`src/hw/rtl/prq_pkg.sv`:
```
`timescale 1ns / 1ps
// ----------------------------------------------------------------------------
// prq_pkg
// Shared constants, codes and types for the priority ready queue.
// ----------------------------------------------------------------------------
package prq_pkg;

  // Queue geometry
  localparam int unsigned QueueDepth = 16;
  localparam int unsigned CntW       = $clog2(QueueDepth + 1);

  // Field widths
  localparam int unsigned OpW    = 2;
  localparam int unsigned PrioW  = 4;
  localparam int unsigned TaskW  = 8;
  localparam int unsigned DelayW = 16;
  localparam int unsigned StatW  = 3;
  localparam int unsigned OccW   = 5;

  // Legal priority range
  localparam logic [PrioW-1:0] PrioMin = PrioW'(1);
  localparam logic [PrioW-1:0] PrioMax = PrioW'(8);

  // Operation codes
  localparam logic [OpW-1:0] OpEnqueue  = 2'd0;
  localparam logic [OpW-1:0] OpDispatch = 2'd1;
  localparam logic [OpW-1:0] OpRerun    = 2'd2;

  // Status codes
  localparam logic [StatW-1:0] StOk      = 3'd0;
  localparam logic [StatW-1:0] StBadPrio = 3'd1;
  localparam logic [StatW-1:0] StFull    = 3'd2;
  localparam logic [StatW-1:0] StEmpty   = 3'd3;
  localparam logic [StatW-1:0] StParked  = 3'd4;

  // One queue entry
  typedef struct packed {
    logic [PrioW-1:0] prio;
    logic [TaskW-1:0] task_id;
  } prq_entry_t;

  // Broadcast control from the top level to every cell
  typedef struct packed {
    logic       insert;
    logic       pop;
    prq_entry_t new_entry;
  } prq_ctrl_t;

endpackage

```
`src/hw/rtl/prq_cell.sv`:
```
`timescale 1ns / 1ps
// ----------------------------------------------------------------------------
// prq_cell
// One slot of the shift-register queue: holds, takes the new entry, shifts
// from its left neighbor on insert, or from its right neighbor on pop.
// ----------------------------------------------------------------------------
module prq_cell
  import prq_pkg::*;
(
  input  logic       clk_i,
  input  prq_ctrl_t  ctrl_i,
  input  logic       occ_i,
  input  logic       left_keep_i,
  input  prq_entry_t left_i,
  input  prq_entry_t right_i,
  output logic       keep_o,
  output prq_entry_t entry_o
);

  prq_entry_t entry_q, entry_d;

  // Keep the slot when it holds an entry of equal or better priority
  assign keep_o = occ_i && (entry_q.prio <= ctrl_i.new_entry.prio);

  // Select the next slot contents
  always_comb begin
    entry_d = entry_q;
    if (ctrl_i.insert) begin
      if (keep_o) begin
        entry_d = entry_q;
      end else if (left_keep_i) begin
        entry_d = ctrl_i.new_entry;
      end else begin
        entry_d = left_i;
      end
    end else if (ctrl_i.pop) begin
      entry_d = right_i;
    end
  end

  always_ff @(posedge clk_i) begin
    entry_q <= entry_d;
  end

  assign entry_o = entry_q;

endmodule

```
`src/hw/rtl/priority_ready_queue.sv`:
```
`timescale 1ns / 1ps
// A result word is valid in the cycle after its input word is accepted.
// Throughput: one word per cycle while the output is not stalled.
// The output register takes a new word whenever it is empty or being drained.
// Reset clears the entry count, the current task and the output valid;
// the slot contents are not cleared and are read only below the entry count.
// ----------------------------------------------------------------------------
// priority_ready_queue
// Stable priority ready queue built as a row of shifting cells.
// ----------------------------------------------------------------------------
module priority_ready_queue
  import prq_pkg::*;
(
  input  logic              clk_i,
  input  logic              rst_ni,
  input  logic              in_valid_i,
  output logic              in_stall_o,
  input  logic [OpW-1:0]    op_i,
  input  logic [PrioW-1:0]  priority_req_i,
  input  logic [TaskW-1:0]  task_id_i,
  input  logic [DelayW-1:0] rerun_delay_i,
  output logic              out_valid_o,
  input  logic              out_stall_i,
  output logic [StatW-1:0]  status_o,
  output logic [TaskW-1:0]  out_task_o,
  output logic [PrioW-1:0]  out_priority_o,
  output logic              dispatched_o,
  output logic [OccW-1:0]   occupancy_o
);

  logic [CntW-1:0]  count_q, count_d;
  prq_entry_t       cur_q, cur_d;
  logic             cur_valid_q, cur_valid_d;
  logic             out_valid_q, out_valid_d;
  logic [StatW-1:0] status_q, status_d;
  logic [TaskW-1:0] otask_q, otask_d;
  logic [PrioW-1:0] oprio_q, oprio_d;
  logic             disp_q, disp_d;
  logic [OccW-1:0]  occ_q, occ_d;

  logic             accept;
  logic             full;
  prq_ctrl_t        ctrl;

  prq_entry_t       cell_entry [QueueDepth];
  logic             cell_keep  [QueueDepth];

  // Accept while the output register is empty or draining
  assign in_stall_o = out_valid_q && out_stall_i;
  assign accept     = in_valid_i && !in_stall_o;
  assign full       = (count_q >= CntW'(QueueDepth));

  // Decode the word into queue control and a result
  always_comb begin
    ctrl.insert    = 1'b0;
    ctrl.pop       = 1'b0;
    ctrl.new_entry = '{prio: priority_req_i, task_id: task_id_i};
    count_d        = count_q;
    cur_d          = cur_q;
    cur_valid_d    = cur_valid_q;
    status_d       = StOk;
    otask_d        = '0;
    oprio_d        = '0;
    disp_d         = 1'b0;
    case (op_i)
      OpEnqueue: begin
        if (priority_req_i < PrioMin || priority_req_i > PrioMax) begin
          status_d = StBadPrio;
        end else if (full) begin
          status_d = StFull;
        end else begin
          ctrl.insert = accept;
          count_d     = count_q + CntW'(1);
        end
      end
      OpDispatch: begin
        if (count_q == '0) begin
          status_d = StEmpty;
        end else begin
          ctrl.pop    = accept;
          cur_d       = cell_entry[0];
          cur_valid_d = 1'b1;
          otask_d     = cell_entry[0].task_id;
          oprio_d     = cell_entry[0].prio;
          disp_d      = 1'b1;
          count_d     = count_q - CntW'(1);
        end
      end
      OpRerun: begin
        ctrl.new_entry = cur_q;
        if (!cur_valid_q) begin
          status_d = StEmpty;
        end else begin
          otask_d = cur_q.task_id;
          oprio_d = cur_q.prio;
          if (rerun_delay_i != '0) begin
            status_d = StParked;
          end else if (full) begin
            status_d = StFull;
          end else begin
            ctrl.insert = accept;
            count_d     = count_q + CntW'(1);
          end
        end
      end
      default: begin
        status_d = StOk;
      end
    endcase
  end

  // Occupancy after this word, masked to the port width
  assign occ_d = OccW'(count_d);

  // Row of cells; cell zero sees the new entry as its left neighbor
  for (genvar k = 0; k < QueueDepth; k++) begin : g_cell
    logic       occ;
    logic       lkeep;
    prq_entry_t left;
    prq_entry_t right;

    assign occ = (CntW'(k) < count_q);

    if (k == 0) begin : g_first
      assign lkeep = 1'b0;
      assign left  = ctrl.new_entry;
    end else begin : g_mid
      assign lkeep = cell_keep[k-1];
      assign left  = cell_entry[k-1];
    end

    if (k == QueueDepth - 1) begin : g_last
      assign right = cell_entry[k];
    end else begin : g_inner
      assign right = cell_entry[k+1];
    end

    prq_cell u_cell (
      .clk_i       (clk_i),
      .ctrl_i      (ctrl),
      .occ_i       (occ),
      .left_keep_i (lkeep),
      .left_i      (left),
      .right_i     (right),
      .keep_o      (cell_keep[k]),
      .entry_o     (cell_entry[k])
    );
  end

  // Output valid: set on accept, clear when taken
  always_comb begin
    out_valid_d = out_valid_q;
    if (accept) begin
      out_valid_d = 1'b1;
    end else if (!out_stall_i) begin
      out_valid_d = 1'b0;
    end
  end

  // Control state
  always_ff @(posedge clk_i or negedge rst_ni) begin
    if (!rst_ni) begin
      count_q     <= '0;
      cur_valid_q <= 1'b0;
      cur_q       <= '0;
      out_valid_q <= 1'b0;
    end else begin
      out_valid_q <= out_valid_d;
      if (accept) begin
        count_q     <= count_d;
        cur_valid_q <= cur_valid_d;
        cur_q       <= cur_d;
      end
    end
  end

  // Result word register
  always_ff @(posedge clk_i) begin
    if (accept) begin
      status_q <= status_d;
      otask_q  <= otask_d;
      oprio_q  <= oprio_d;
      disp_q   <= disp_d;
      occ_q    <= occ_d;
    end
  end

  assign out_valid_o    = out_valid_q;
  assign status_o       = status_q;
  assign out_task_o     = otask_q;
  assign out_priority_o = oprio_q;
  assign dispatched_o   = disp_q;
  assign occupancy_o    = occ_q;

endmodule

```
`config.mk`:
```
export PLATFORM = sky130hd
export DESIGN_NAME = priority_ready_queue
export DESIGN_NICKNAME = d
export VERILOG_FILES = /design/src/hw/rtl/prq_pkg.sv /design/src/hw/rtl/prq_cell.sv /design/src/hw/rtl/priority_ready_queue.sv
export SDC_FILE = /design/constraint.sdc
export NUM_CORES = 1
export LEC_CHECK = 0
export ABC_AREA = 0
export ABC_CLOCK_PERIOD_IN_PS = 3700
export BUFFER_PORTS_ARGS = -buffer_cell sky130_fd_sc_hd__clkbuf_2
export CAP_MARGIN = 0
export CORE_MARGIN = 5
export CORE_UTILIZATION = 50
export DETAILED_ROUTE_END_ITERATION = 10
export GPL_TIMING_DRIVEN = 0
export PLACE_DENSITY = 0.65
export SLEW_MARGIN = 20
export SYNTH_ARGS = -nofsm -noshare
export SYNTH_HDL_FRONTEND = slang
export SYNTH_SLANG_ARGS = --single-unit
```
`constraint.sdc`:
```
create_clock -name clk_i -period 3.7 [get_ports clk_i]
set_clock_uncertainty 0.1 [all_clocks]
set_input_delay 0 -clock clk_i [delete_from_list [all_inputs] [get_ports clk_i]]
set_output_delay 0 -clock clk_i [all_outputs]
set_load 0.005 [all_outputs]
```
==> flow_summary_export.csv <==
group,metric,value,unit
logic_synthesis,yosys-top-cells-area,"edfxtp_1 44%, nand2_1 6.3%, o31ai_1 5.5%, ha_1 4.8%, a21oi_1 4.2%",
cts,cts_tree,"done",
logic_synthesis,seq_area_frac_synth,47.6,%
placement,place_area,15200,um^2
placement,gp_congestion,0.957,
setup_path,path_cells,"clkbuf_1 -> inv_1 -> ha_1 -> or4b_1 -> nand2_1 -> inv_2 -> nand3_1 -> clkbuf_2 -> nand2_1",
placement,portBuffers,56,
detailed_routing,postRouteWirelength,51200,um
die,die_y,180,um
die,dieArea,32400,um^2
cells_and_area,synthToLayoutAreaGrowth,12.7,%
cells_and_area,final_util,56.9,%
min_path,hold_class,"in2async",
sta,hold_viol,19,
run,cap_violations,0,
sta,rsz0062_at_grt,"true",
detailed_routing,ant_nets,0,
cts,cts_max_level,1,
sta,whs,-0.0731,ns
power_and_ir_drop,p_total,0.00816,W
sta,worstMarginPinSlew,1.18,ns
setup_path,slowest_delay,0.46,ns
cells_and_area,nets,1640,
cts,clk_path_buf_depth,3,
sta,layout_min_cycle_time,3.59,ns
detailed_routing,drt_iter0_markers,1693,
global_route,antenna_found_initial,1,
status,violations,"negative hold slack",
global_route,gr-total-overflow,0,
detailed_routing,drc,0,
logic_synthesis,syn_nets,1539,
setup_path,critical_path.most_common_cell,"nand2_1",
detailed_routing,routed_via_density,6.60,
power_and_ir_drop,p_per_area,501,nW/um^2
sta,fmax,279,MHz
setup_path,worstPathMaxFanout,12,
logic_synthesis,postSynthAreaPerCell,9.96,um^2
detailed_routing,vias,12900,
sta,finalMaxSlewViolations,0,
cts,cts_buffers,27,
setup_path,timing.rr.start,"count_q[1]",
setup_path,crit_path_end_kind,"flip-flop",
logic_synthesis,syn_area,14400,um^2
cells_and_area,drive_gt1_share,15.0,%
setup_path,reg2reg_depth,9,
logic_synthesis,yosys_warnings,0,
logic_synthesis,synth_seq_cells,232,
logic_synthesis,synth_top_area_share,44.3,%
setup_path,crit_cells,9,
setup_path,timing.reg2reg.setup_slack,0.11,ns
setup_path,critical-path-slowest-cell,"nand2_1",
logic_synthesis,synth_ff_type,"edfxtp_1",
cts,root_buffer,"clkbuf_16",
power_and_ir_drop,ir_drop,0.376,mV
cells_and_area,fillerInstances,2497,
power_and_ir_drop,leakagePower,6.09,nW
logic_synthesis,yosysMostFrequentCell,"nand2_1",
sta,layout_setup_ws,0.114,ns
setup_path,crit_family,"simple AND/OR/NAND/NOR gates",
sta,fin_crit_sh,96.9,%
die,die_x,180,um
logic_synthesis,synth_area_leader_cell,"edfxtp_1",
logic_synthesis,yosysUniqueCellTypes,74,
sta,setup_viol,0,
cts,clkTransAtPathRegs,0.06,ns
logic_synthesis,synth-edff-count,213,
die,ios,57,
logic_synthesis,synth.top_cells.by_count,"241 x nand2_1, 213 x edfxtp_1, 121 x a21oi_1, 105 x o31ai_1, 80 x o21ai_0",
die,initial_core_util,50.5,%
die,core_area,28600,um^2
setup_path,r2r_end,"g_cell[7].u_cell.entry_o[2]",
cells_and_area,fin_area,16300,um^2
status,outcome,"finished with violations",
placement,place_ws,-0.386,ns
global_route,grt_max_degree,29,
placement,place_hpwl,36800,um
setup_path,startpoint_type,"flip-flop",
detailed_routing,wl_per_cell,26.2,um
setup_path,cp_num_buf_inv,4,
die,num_rows,62,
cts,cts.sinks,232,
setup_path,required,3.75,ns
cts,clk_latency,0.56,ns
setup_path,crit_type,"reg2reg",
global_route,grtUsageTotal,30.3,%
global_route,grt_pass1_wl,76200,um
detailed_routing,dr.pass1.iters,8,
setup_path,worstPathArrival,3.64,ns
logic_synthesis,syn_inst,1450,
logic_synthesis,async_reset_ff_share,8.19,%
global_route,grt_pass1_vias,12600,
sta,slew_headroom,21.5,%
==> placed cells by master (no fill, tap or decap), drive strengths merged, types with 5 or more instances in the layout <==
master       instances
o311ai              14
nor3                40
o21a                26
a211oi               6
o211ai              82
dlygate4sd3         11
a221oi               7
a21oi              122
edfxtp             213
o2111ai              9
and2                20
nand3b               5
clkinv               8
nand2b              11
nor2b               38
o221ai               5
o31ai              105
mux2                37
o22ai                9
nor2                18
buf                 71
dfrtp               19
nand2              241
a22oi               16
ha                  55
inv                 32
o21ai              124
clkbuf             151
nand3                7
==> layer usage <==
layer | wire [um] | track usage [%] | vias to the layer above
met2 | 21700 | 44.6 | 719
met4 | 3570 | 17.7 | 2
li1 | - | - | 5748
met1 | 20800 | 41.1 | 6264
met3 | 5140 | 7.07 | 184
met5 | 8 | 0 | -
==> where the power goes <==
group	switching [W]	internal, W	total [W]
Combinational	0.00147	0.000685	0.00215
Clock	0.00113	0.00167	0.00280
Sequential	0.000124	0.00308	0.00321
Total	0.00272	0.00544	0.00816
==> repair_timing <==
item / CTS / global route
gates resized for setup: 3 / 7
hold endpoints to repair: 26 / 0
pin swaps: 0 / 0
hold buffers: 12 / 0
buffers inserted: 0 / 0
endpoints found under the setup margin: 120 / 140
==> area by class of cell <==
cell class	count	area (um^2)	area share, %
well taps	384	480	2.95
repair buffers	72	425	2.61
diodes	1	2.50	0.0154
multi-input cells	1060	6840	42.0
plain buffers	126	624	3.83
flip-flops and latches	232	6870	42.2
inverters	32	126	0.776
clock buffers	35	736	4.52
clock inverters	15	179	1.10
==> per-stage QoR <==
step	instances	setup TNS [ns]	hold slack, ns
floorplan	1450	0	-0.396
global placement	1890	-162.53	-0.0788
detailed placement	1894	-27.02	-0.0918
CTS	1956	0	0.00785
global route	1956	0	0.00641
finish	1957	0	-0.0731
==> registers in the layout (all words and copies together), names as in the netlist <==
name,cells
out_valid_o,1
occupancy_o,5
g_cell.u_cell.entry_o,192
out_priority_o,4
count_q,5
out_task_o,8
cur_valid_q,1
dispatched_o,1
status_o,3
cur_q,12
==> cells by family after synthesis <==
group,share of synthesized area [%]
DFF,47.6
buffers and inverters,5.12
muxes,3.24
xor gates and xnor gates,0.243
and+or+nand+nor,12.9
AOI/OAI and AO/OA,26.1
adders and majority gates,4.83
==> tightest hold or removal path, stage by stage <==
cell,delay [ns]
dlygate4sd3_1,0.52
clkbuf_2,0.10
buf_2,0.41
==> how the worst max path moves through the flow <==
stage                      startpoint                           end  slack [ns]
after floorplan               op_i[0]  g_cell[13].u_cell.entry_o[0]        0.03
after global placement        op_i[0]  g_cell[13].u_cell.entry_o[3]       -1.44
after detailed placement      op_i[0]   g_cell[2].u_cell.entry_o[4]       -0.39
after CTS                    cur_q[8]   g_cell[1].u_cell.entry_o[4]       0.004
after global routing      out_valid_o  g_cell[12].u_cell.entry_o[3]       0.006
final                      count_q[1]   g_cell[7].u_cell.entry_o[2]        0.11
(Power assumes the default switching activity.)
